## config.mk

```make
export PLATFORM = sky130hd
export DESIGN_NAME = midi_track_event_parser_unit
export DESIGN_NICKNAME = d
export VERILOG_FILES = /design/src/design/mtp_pkg.sv /design/src/design/mtp_cfg.sv /design/src/design/mtp_parser.sv /design/src/design/mtp_result_fifo.sv /design/src/design/midi_track_event_parser_unit.sv
export SDC_FILE = /design/constraint.sdc
export NUM_CORES = 2
export LEC_CHECK = 0
export ABC_AREA = 1
export BUFFER_PORTS_ARGS = -buffer_cell sky130_fd_sc_hd__buf_2
export CAP_MARGIN = 20
export CELL_PAD_IN_SITES_DETAIL_PLACEMENT = 1
export CELL_PAD_IN_SITES_GLOBAL_PLACEMENT = 2
export CORE_MARGIN = 5
export CORE_UTILIZATION = 35
export DETAILED_ROUTE_END_ITERATION = 10
export PLACE_DENSITY_LB_ADDON = 0.1
export SYNTH_ARGS = -nofsm -noshare
export SYNTH_HDL_FRONTEND = slang
export SYNTH_SLANG_ARGS = --single-unit
```

## constraint.sdc

```tcl
create_clock -name clk -period 7.5 [get_ports clk]
set_input_delay 1.5 -clock clk [delete_from_list [all_inputs] [get_ports clk]]
set_output_delay 1.5 -clock clk [all_outputs]
set_load 0.02 [all_outputs]
```

## src/design/mtp_pkg.sv

```systemverilog
`default_nettype none
package mtp_pkg;

	localparam int MAX_RES  = 6;
	localparam int FIFO_AW  = 4;
	localparam int FIFO_DEP = 1 << FIFO_AW;
	localparam int ADDR_W   = 3;

	// register index within the configuration map
	localparam logic [ADDR_W-3:0] REG_MT32 = 1'b0;

	localparam logic [2:0] K_BYTE  = 3'd0;
	localparam logic [2:0] K_DELTA = 3'd1;
	localparam logic [2:0] K_TEMPO = 3'd2;
	localparam logic [2:0] K_END   = 3'd3;
	localparam logic [2:0] K_STRAY = 3'd4;

	localparam logic [7:0] META_END   = 8'h2F;
	localparam logic [7:0] META_TEMPO = 8'h51;
	localparam logic [7:0] ST_SYSEX   = 8'hF0;
	localparam logic [7:0] ST_ESCAPE  = 8'hF7;
	localparam logic [7:0] ST_META    = 8'hFF;
	localparam logic [7:0] ST_TUNE    = 8'hF6;
	localparam logic [7:0] ST_MTC     = 8'hF1;
	localparam logic [7:0] ST_SPP     = 8'hF2;
	localparam logic [7:0] ST_SONG    = 8'hF3;
	localparam logic [7:0] CC_VALUE   = 8'd127;

	typedef enum logic [3:0] {
		PH_DELTA,
		PH_EVENT,
		PH_CHAN,
		PH_SX_LEN,
		PH_SX_DATA,
		PH_META_TYPE,
		PH_META_LEN,
		PH_META_DATA,
		PH_SKIP,
		PH_ENDED
	} phase_t;

	typedef struct packed {
		logic [2:0]  kind;
		logic [31:0] value;
		logic        last;
	} result_t;

	typedef struct packed {
		logic                  wr;
		logic [2:0]            n;
		result_t [MAX_RES-1:0] item;
	} res_bundle_t;

endpackage
`default_nettype wire

```

## src/design/mtp_cfg.sv

```systemverilog
`default_nettype none
module mtp_cfg import mtp_pkg::*; (
	input  wire logic              clk,
	input  wire logic              arst_n,
	input  wire logic              psel,
	input  wire logic              penable,
	input  wire logic              pwrite,
	input  wire logic [ADDR_W-1:0] paddr,
	input  wire logic [31:0]       pwdata,
	output logic      [31:0]       prdata,
	output logic                   pready,
	output logic                   mt32_mode
);

	logic mt32_q;
	logic wr_en;

	assign pready = 1'b1;
	assign wr_en  = psel && penable && pwrite && (paddr[ADDR_W-1:2] == REG_MT32);

	always_ff @(posedge clk or negedge arst_n) begin
		if (!arst_n) begin
			mt32_q <= 1'b0;
		end else if (wr_en) begin
			mt32_q <= pwdata[0];
		end
	end

	always_comb begin
		prdata = 32'd0;
		if (paddr[ADDR_W-1:2] == REG_MT32) begin
			prdata = {31'd0, mt32_q};
		end
	end

	assign mt32_mode = mt32_q;

endmodule
`default_nettype wire

```

## src/design/mtp_parser.sv

```systemverilog
`default_nettype none
module mtp_parser import mtp_pkg::*; (
	input  wire logic  clk,
	input  wire logic  arst_n,
	input  wire logic  byte_valid,
	output logic       byte_stall,
	input  wire logic  [7:0] data_byte,
	input  wire logic  track_start,
	input  wire logic  mt32_mode,
	input  wire logic  room,
	output res_bundle_t bundle
);

	logic        valid_s1;
	logic [7:0]  byte_s1;
	logic        start_s1;
	logic        fire;
	logic        take;

	phase_t      phase_q, phase_d;
	logic [31:0] acc_q, acc_d;
	logic [7:0]  rs_q, rs_d;
	logic [1:0]  dc_q, dc_d;
	logic [7:0]  sent_q, sent_d;
	logic [7:0]  ms_q, ms_d;
	logic [7:0]  md0_q, md0_d;
	logic [7:0]  md1_q, md1_d;
	logic [1:0]  di_q, di_d;
	logic [7:0]  meta_q, meta_d;
	logic [31:0] rem_q, rem_d;
	logic [23:0] tempo_q, tempo_d;

	result_t [MAX_RES-1:0] res;
	logic [2:0]  n;

	assign fire       = valid_s1 && room;
	assign byte_stall = valid_s1 && !room;
	assign take       = byte_valid && !byte_stall;

	always_ff @(posedge clk or negedge arst_n) begin
		if (!arst_n) begin
			valid_s1 <= 1'b0;
		end else if (take) begin
			valid_s1 <= 1'b1;
		end else if (fire) begin
			valid_s1 <= 1'b0;
		end
	end

	always_ff @(posedge clk) begin
		if (take) begin
			byte_s1  <= data_byte;
			start_s1 <= track_start;
		end
	end

	always_comb begin
		logic [7:0]  b;
		logic [7:0]  s;
		logic [3:0]  ch;
		logic [1:0]  cnt;
		logic        fin;
		logic [31:0] acc_sh;
		b        = byte_s1;
		s        = '0;
		ch       = '0;
		cnt      = '0;
		fin      = 1'b0;
		n        = 3'd0;
		res      = '0;
		phase_d  = phase_q;
		acc_d    = acc_q;
		rs_d     = rs_q;
		dc_d     = dc_q;
		sent_d   = sent_q;
		ms_d     = ms_q;
		md0_d    = md0_q;
		md1_d    = md1_q;
		di_d     = di_q;
		meta_d   = meta_q;
		rem_d    = rem_q;
		tempo_d  = tempo_q;

		if (start_s1) begin
			phase_d = PH_DELTA;
			acc_d   = '0;
			rs_d    = '0;
			dc_d    = '0;
			ms_d    = '0;
			md0_d   = '0;
			md1_d   = '0;
			di_d    = '0;
			meta_d  = '0;
			rem_d   = '0;
			tempo_d = '0;
		end

		acc_sh = {acc_d[24:0], b[6:0]};

		unique case (phase_d)
			PH_EVENT: begin
				phase_d = PH_DELTA;
				if (!b[7]) begin
					if (rs_d == 8'd0) begin
						res[n].kind  = K_STRAY;
						res[n].value = {24'd0, b};
						n = n + 3'd1;
					end else begin
						ms_d  = rs_d;
						md0_d = b;
						di_d  = 2'd1;
						if (dc_d <= 2'd1) begin
							fin = 1'b1;
						end else begin
							phase_d = PH_CHAN;
						end
					end
				end else if (b[7:4] != 4'hF) begin
					rs_d    = b;
					dc_d    = (b[7:4] == 4'hC || b[7:4] == 4'hD) ? 2'd1 : 2'd2;
					ms_d    = b;
					di_d    = 2'd0;
					phase_d = PH_CHAN;
				end else if (b[3] && b != ST_META) begin
					// real-time bytes pass straight through
					res[n].kind  = K_BYTE;
					res[n].value = {24'd0, b};
					n = n + 3'd1;
				end else begin
					sent_d = 8'd0;
					acc_d  = '0;
					case (b)
						ST_SYSEX: begin
							res[n].kind  = K_BYTE;
							res[n].value = {24'd0, ST_SYSEX};
							n = n + 3'd1;
							phase_d = PH_SX_LEN;
						end
						ST_ESCAPE: phase_d = PH_SX_LEN;
						ST_META:   phase_d = PH_META_TYPE;
						ST_MTC, ST_SONG: begin
							rem_d   = 32'd1;
							phase_d = PH_SKIP;
						end
						ST_SPP: begin
							rem_d   = 32'd2;
							phase_d = PH_SKIP;
						end
						ST_TUNE: begin
							res[n].kind  = K_BYTE;
							res[n].value = {24'd0, ST_TUNE};
							n = n + 3'd1;
						end
						default: ;
					endcase
				end
			end
			PH_CHAN: begin
				if (di_d[0]) begin
					md1_d = b;
				end else begin
					md0_d = b;
				end
				di_d = di_d + 2'd1;
				if (di_d >= dc_d || di_d >= 2'd2) begin
					fin = 1'b1;
				end
			end
			PH_SX_LEN: begin
				acc_d = acc_sh;
				if (!b[7]) begin
					rem_d   = acc_sh;
					acc_d   = '0;
					phase_d = (acc_sh != 32'd0) ? PH_SX_DATA : PH_DELTA;
				end
			end
			PH_SX_DATA: begin
				res[n].kind  = K_BYTE;
				res[n].value = {24'd0, b};
				n = n + 3'd1;
				rem_d = rem_d - 32'd1;
				if (rem_d == 32'd0) begin
					phase_d = PH_DELTA;
				end
			end
			PH_META_TYPE: begin
				meta_d  = b;
				acc_d   = '0;
				phase_d = PH_META_LEN;
			end
			PH_META_LEN: begin
				acc_d = acc_sh;
				if (!b[7]) begin
					rem_d   = acc_sh;
					acc_d   = '0;
					tempo_d = '0;
					di_d    = '0;
					if (meta_d == META_END) begin
						res[n].kind  = K_END;
						res[n].value = 32'd0;
						n = n + 3'd1;
						phase_d = PH_ENDED;
					end else if (acc_sh == 32'd0) begin
						if (meta_d == META_TEMPO) begin
							res[n].kind  = K_TEMPO;
							res[n].value = 32'd0;
							n = n + 3'd1;
						end
						phase_d = PH_DELTA;
					end else begin
						phase_d = PH_META_DATA;
					end
				end
			end
			PH_META_DATA: begin
				if (meta_d == META_TEMPO && di_d != 2'd3) begin
					case (di_d)
						2'd0:    tempo_d[23:16] = tempo_d[23:16] | b;
						2'd1:    tempo_d[15:8]  = tempo_d[15:8] | b;
						default: tempo_d[7:0]   = tempo_d[7:0] | b;
					endcase
					di_d = di_d + 2'd1;
				end
				rem_d = rem_d - 32'd1;
				if (rem_d == 32'd0) begin
					if (meta_d == META_TEMPO) begin
						res[n].kind  = K_TEMPO;
						res[n].value = {8'd0, tempo_d};
						n = n + 3'd1;
					end
					di_d    = '0;
					phase_d = PH_DELTA;
				end
			end
			PH_SKIP: begin
				if (rem_d != 32'd0) begin
					rem_d = rem_d - 32'd1;
				end
				if (rem_d == 32'd0) begin
					phase_d = PH_DELTA;
				end
			end
			PH_ENDED: ;
			default: begin
				acc_d = acc_sh;
				if (!b[7]) begin
					res[n].kind  = K_DELTA;
					res[n].value = acc_sh;
					n = n + 3'd1;
					acc_d   = '0;
					phase_d = PH_EVENT;
				end else begin
					phase_d = PH_DELTA;
				end
			end
		endcase

		// close channel msg: expand, MT-32 CC, note-off fix, recompress status
		if (fin) begin
			s   = ms_d;
			ch  = ms_d[3:0];
			cnt = (dc_d > 2'd2) ? 2'd2 : dc_d;
			if (mt32_mode && s[7:4] == 4'hC) begin
				res[n].kind  = K_BYTE;
				res[n].value = {24'd0, 4'hB, ch};
				n = n + 3'd1;
				res[n].kind  = K_BYTE;
				res[n].value = 32'd0;
				n = n + 3'd1;
				res[n].kind  = K_BYTE;
				res[n].value = {24'd0, CC_VALUE};
				n = n + 3'd1;
				sent_d = {4'hB, ch};
			end
			if (s[7:4] == 4'h8) begin
				s     = {4'h9, ch};
				md1_d = 8'd0;
			end
			if (sent_d != s) begin
				res[n].kind  = K_BYTE;
				res[n].value = {24'd0, s};
				n = n + 3'd1;
			end
			if (cnt >= 2'd1) begin
				res[n].kind  = K_BYTE;
				res[n].value = {24'd0, md0_d};
				n = n + 3'd1;
			end
			if (cnt >= 2'd2) begin
				res[n].kind  = K_BYTE;
				res[n].value = {24'd0, md1_d};
				n = n + 3'd1;
			end
			sent_d  = s;
			di_d    = 2'd0;
			phase_d = PH_DELTA;
		end

		for (int i = 0; i < MAX_RES; i++) begin
			res[i].last = (n != 3'd0) && (i == 32'(n) - 1);
		end
	end

	always_ff @(posedge clk or negedge arst_n) begin
		if (!arst_n) begin
			phase_q <= PH_DELTA;
			acc_q   <= '0;
			rs_q    <= '0;
			dc_q    <= '0;
			sent_q  <= '0;
			ms_q    <= '0;
			md0_q   <= '0;
			md1_q   <= '0;
			di_q    <= '0;
			meta_q  <= '0;
			rem_q   <= '0;
			tempo_q <= '0;
		end else if (fire) begin
			phase_q <= phase_d;
			acc_q   <= acc_d;
			rs_q    <= rs_d;
			dc_q    <= dc_d;
			sent_q  <= sent_d;
			ms_q    <= ms_d;
			md0_q   <= md0_d;
			md1_q   <= md1_d;
			di_q    <= di_d;
			meta_q  <= meta_d;
			rem_q   <= rem_d;
			tempo_q <= tempo_d;
		end
	end

	always_comb begin
		bundle.wr   = fire;
		bundle.n    = n;
		bundle.item = res;
	end

endmodule
`default_nettype wire

```

## src/design/mtp_result_fifo.sv

```systemverilog
`default_nettype none
module mtp_result_fifo import mtp_pkg::*; (
	input  wire logic        clk,
	input  wire logic        arst_n,
	input  wire res_bundle_t bundle,
	output logic             room,
	output logic             result_valid,
	input  wire logic        result_stall,
	output logic [2:0]       kind,
	output logic [31:0]      value,
	output logic             last
);

	result_t              mem_q [FIFO_DEP];
	logic [FIFO_AW-1:0]   wp_q;
	logic [FIFO_AW-1:0]   rp_q;
	logic [FIFO_AW:0]     cnt_q;
	logic                 pop;
	logic [FIFO_AW:0]     add;

	// keep space for the largest burst one item can cause
	assign room         = cnt_q <= (FIFO_AW+1)'(FIFO_DEP - MAX_RES);
	assign result_valid = cnt_q != '0;
	assign pop          = result_valid && !result_stall;
	assign add          = bundle.wr ? (FIFO_AW+1)'(bundle.n) : '0;

	always_ff @(posedge clk) begin
		for (int i = 0; i < MAX_RES; i++) begin
			if (bundle.wr && i < 32'(bundle.n)) begin
				mem_q[wp_q + FIFO_AW'(i)] <= bundle.item[i];
			end
		end
	end

	always_ff @(posedge clk or negedge arst_n) begin
		if (!arst_n) begin
			wp_q  <= '0;
			rp_q  <= '0;
			cnt_q <= '0;
		end else begin
			wp_q  <= wp_q + add[FIFO_AW-1:0];
			if (pop) begin
				rp_q <= rp_q + 1'b1;
			end
			cnt_q <= cnt_q + add - (FIFO_AW+1)'(pop);
		end
	end

	assign kind  = mem_q[rp_q].kind;
	assign value = mem_q[rp_q].value;
	assign last  = mem_q[rp_q].last;

endmodule
`default_nettype wire

```

## src/design/midi_track_event_parser_unit.sv

```systemverilog
`default_nettype none
// Parses the bytes of one MIDI track, one byte per item, into a stream of results: delta
// times, tempo changes, end of track, stray data flags and the re-encoded MIDI output bytes
// (running status expanded, note-off rewritten as note-on with velocity 0, status
// recompressed, optional controller 0 = 127 ahead of each program change). A byte is taken
// every cycle unless stalled; it is registered, then parsed into a 16-entry result queue
// that drains one result per cycle unless stalled. One byte can cause up to five results,
// so byte_stall rises while the queue holds more than ten; with results drained freely the
// sustained rate is one byte per cycle whenever bytes average at most one result each.
// mt32_mode sits at byte address 0; the user must write it only while idle (not enforced).
module midi_track_event_parser_unit import mtp_pkg::*; (
	input  wire logic              clk,
	input  wire logic              arst_n,
	input  wire logic              psel,
	input  wire logic              penable,
	input  wire logic              pwrite,
	input  wire logic [ADDR_W-1:0] paddr,
	input  wire logic [31:0]       pwdata,
	output logic      [31:0]       prdata,
	output logic                   pready,
	input  wire logic              byte_valid,
	output logic                   byte_stall,
	input  wire logic [7:0]        data_byte,
	input  wire logic              track_start,
	output logic                   result_valid,
	input  wire logic              result_stall,
	output logic      [2:0]        kind,
	output logic      [31:0]       value,
	output logic                   last
);

	logic        mt32_mode;
	logic        room;
	res_bundle_t bundle;

	mtp_cfg u_cfg (
		.clk       (clk),
		.arst_n    (arst_n),
		.psel      (psel),
		.penable   (penable),
		.pwrite    (pwrite),
		.paddr     (paddr),
		.pwdata    (pwdata),
		.prdata    (prdata),
		.pready    (pready),
		.mt32_mode (mt32_mode)
	);

	mtp_parser u_parser (
		.clk         (clk),
		.arst_n      (arst_n),
		.byte_valid  (byte_valid),
		.byte_stall  (byte_stall),
		.data_byte   (data_byte),
		.track_start (track_start),
		.mt32_mode   (mt32_mode),
		.room        (room),
		.bundle      (bundle)
	);

	mtp_result_fifo u_fifo (
		.clk          (clk),
		.arst_n       (arst_n),
		.bundle       (bundle),
		.room         (room),
		.result_valid (result_valid),
		.result_stall (result_stall),
		.kind         (kind),
		.value        (value),
		.last         (last)
	);

endmodule
`default_nettype wire

```

==> run summary <==
Switching share of power: 50.3%
Hold Crit Class: register to register
Relative slew slack: 9.30%
Clock Tree Root: clkbuf_16
Seq pwr share: 26.8%
Syn. warnings: 0
Vias/cell: 5.89
Die W: 383 µm
EDFF count, synth: 585
Pre-CTS WS: 410 ps
Layout cell share with drive strength beyond 1: 10.3%
Gate power share: 52.6%
Period utilization: 94.0%
RSZ-0062 raised after global routing: false
Worst setup margin: 452 ps
Setup bufs post-CTS: 0
Reg-to-Reg Start: u_parser.start_s1$_DFFE_PP_
Max-slew violations: 0
Overall Global Routing Usage: 30.4%
CTS tree: done
Reg2reg end: u_fifo.mem_q[3][1]$_DFFE_PP_
# hold bufs at CTS: 0
Synthesized cell area: 0.0486 mm²
Xor/xnor share of the synthesized area: 0.216%
PwrDens: 386 mW/mm²
Fraction of the mapped netlist area in adder cells: 0.844%
CP Data Required Time: 7970 ps
Fillers: 16.6k
I/O Buffers: 56
Sequential cell area: 0.0214 mm²
Simple-gate share of the synthesized area: 27.3%
Drc violations: 0
Total Wirelength: 232000 µm
Post-CTS resize count: 0
Endpoint class of the critical path: register
Async S/R FF share, synth: 20.6%
Clock period minus final worst setup slack: 7050 ps
Die area: 0.147 mm²
Initial core utilization: 35.3%
Row cnt: 136
Setup crit start: u_parser.start_s1$_DFFE_PP_
Clock Latency Late Sink: 740 ps
Lkg Pwr: 22.2 nW
Mapped Avg Cell Area: 7.67 µm²
Synth Register Bits: 737
Largest net degree at the start of global routing: 245
Clk sinks: 737
Critical path's slowest cell: buf_4
CTS clk-pin slew, worst paths: 60 ps
Sw power: 10.6 mW
WL per Instance: 28.4 µm
FF-to-FF path depth: 32
Max_cap viols: 0
Cell variety after synth: 70
Cell count after synthesis: 6338
Compound-cell area share of the yosys netlist: 17.6%
GP Congestion: 0.999
Worst-path fanout max: 63
Final Skew: 81.4 ps
First-pass GRT wire length: 330000 µm
Fmax: 0.142 GHz
Routed vias: 48.1k
Grt total ovfl: 0
Clock Path Buffers: 3
Type of origin of the critical path: register
Leading cell type in the layout, fill and taps excluded: nand2_1
DR iter-0 viols: 5191
Core Region: 0.138 mm²
Setup TNS: 0 ps
Final Hold Fails: 0
Predominant post-synthesis flop cell: edfxtp_1
Internal power: 10.5 mW
Share of the yosys chip area belonging to registers: 43.9%
Crit Path Class: register to register
Slowest stage delay, CP: 640 ps
Mux cell area share after synthesis: 2.33%
IO Pins: 122
Crit path depth: 32
Register-to-register setup slack: 450 ps
Top Family by Delay on Critical Path: simple AND/OR/NAND/NOR gates
Die Height: 383 µm
CP Capture Point: u_fifo.mem_q[3][1]$_DFFE_PP_
Post-route ant nets: 0
Initial antenna violation count: 9
Vias in the first global route: 46.3k
Setup violators final: 0
CTS Buf Count: 88
Worst-Margin Slew: 1360 ps
# nets final: 6384
Area of the multi-input gates: 0.0239 mm²
Drt pass-1 iters: 5
CP dominant cell by count: nand2_1
H-tree levels: 3
Dpl hpwl: 161000 µm
Main combinational cell family by area after synthesis: simple AND/OR/NAND/NOR gates
Area growth syn-to-layout: 12.3%
Commonest non-fill, non-tap cells in the layout: nand2_1 (1697), nor2_1 (614), edfxtp_1 (585), inv_1 (374), nand3_1 (369)
Total power: 21.1 mW
Clock share of power: 20.6%
Max rail drop VDD: 0.000335 V
Worst Path Arrival: 7510 ps
Status: finished, final reports clean
Buf/Inv on CP: 7
-- cells in the mapped netlist (52+ instances only) --
cell type,instances,area (µm²)
nand4_1,72,450
o21ai_0,351,1760
inv_1,375,1410
mux2i_1,113,1130
nor3_1,214,1070
nand3_1,370,1850
o211ai_1,52,390
buf_2,73,365
nand2_1,1700,6380
edfxtp_1,585,17600
nor2_1,620,2330
dfrtp_1,152,3800
clkbuf_1,317,1190
o221ai_1,117,1020
o22ai_1,282,1760
a21oi_1,357,1790
-- power by group through the flow --
stage                     clock network, mW  registers [mW]  logic [mW]
final                                  4.35            5.65        11.1
after global routing                   4.60            5.71        11.9
after CTS                              4.43            5.65        10.9
after detailed placement                  0            5.73        10.8
after global placement                    0            5.71        10.7
after floorplan                           0            5.45        6.77
-- cell type report --
cell class | count | area share [%]
clock buffer | 114 | 4.32
antenna | 1 | 0.00458
sequential | 737 | 39.2
tap | 1794 | 4.11
clock inverter | 47 | 0.971
multi-input combinational | 4706 | 43.7
timing repair buffer | 309 | 4.50
inverter | 460 | 3.20
-- worst min-delay path by stage --
stage                                        startpoint                       endpoint  slack (ps)  cells after the start
after floorplan            u_parser.ms_q[2]$_DFFE_PN0P_   u_parser.ms_q[2]$_DFFE_PN0P_         450                      2
after global placement     u_parser.rs_q[6]$_DFFE_PN0P_   u_parser.rs_q[6]$_DFFE_PN0P_         460                      1
after detailed placement   u_parser.ms_q[7]$_DFFE_PN0P_   u_parser.ms_q[7]$_DFFE_PN0P_         470                      2
after CTS                  u_parser.ms_q[7]$_DFFE_PN0P_   u_parser.ms_q[7]$_DFFE_PN0P_         490                      2
after global routing      u_parser.md1_q[7]$_DFFE_PN0P_  u_parser.md1_q[7]$_DFFE_PN0P_         500                      2
final                      u_parser.rs_q[6]$_DFFE_PN0P_   u_parser.rs_q[6]$_DFFE_PN0P_         480                      1
-- metal layers --
layer	routed length (µm)	global-route usage, %
met5	13	0
met4	5350	6.71
met3	19100	6.21
met2	99600	46.0
met1	108000	44.8
-- sequential cells by signal (all words and copies together) (netlist names), 4 cells and up --
name and cells:
u_parser.meta_q 8, u_parser.acc_q 25, u_fifo.rp_q 4, u_fifo.wp_q 4, u_parser.rem_q 32, u_parser.ms_q 8
u_parser.md0_q 8, u_parser.tempo_q 24, u_fifo.cnt_q 5, u_parser.rs_q 8, u_parser.phase_q 4, u_parser.byte_s1 8
u_fifo.mem_q 576, u_parser.sent_q 8, u_parser.md1_q 8
-- logic make-up after synthesis --
group                      Yosys count
and+or+nand+nor                   3122
buffers and inverters              925
DFF                                737
adders and majority gates           31
xor gates and xnor gates            12
other                                2
AOI/OAI and AO/OA                 1396
muxes                              113
-- metrics by stage --
| step | util (%) | area, µm² | hold slack [ps] | cells |
|---|---|---|---|---|
| detailed placement | 37.5 | 51700 | 474 | 8005 |
| global route | 39.6 | 54600 | 501 | 8167 |
| CTS | 39.6 | 54600 | 489 | 8166 |
| finish | 39.6 | 54600 | 485 | 8168 |
| global placement | 37.5 | 51700 | 460 | 8004 |
| floorplan | - | 48700 | 449 | 6368 |
Power figures use the tool's default switching activity.
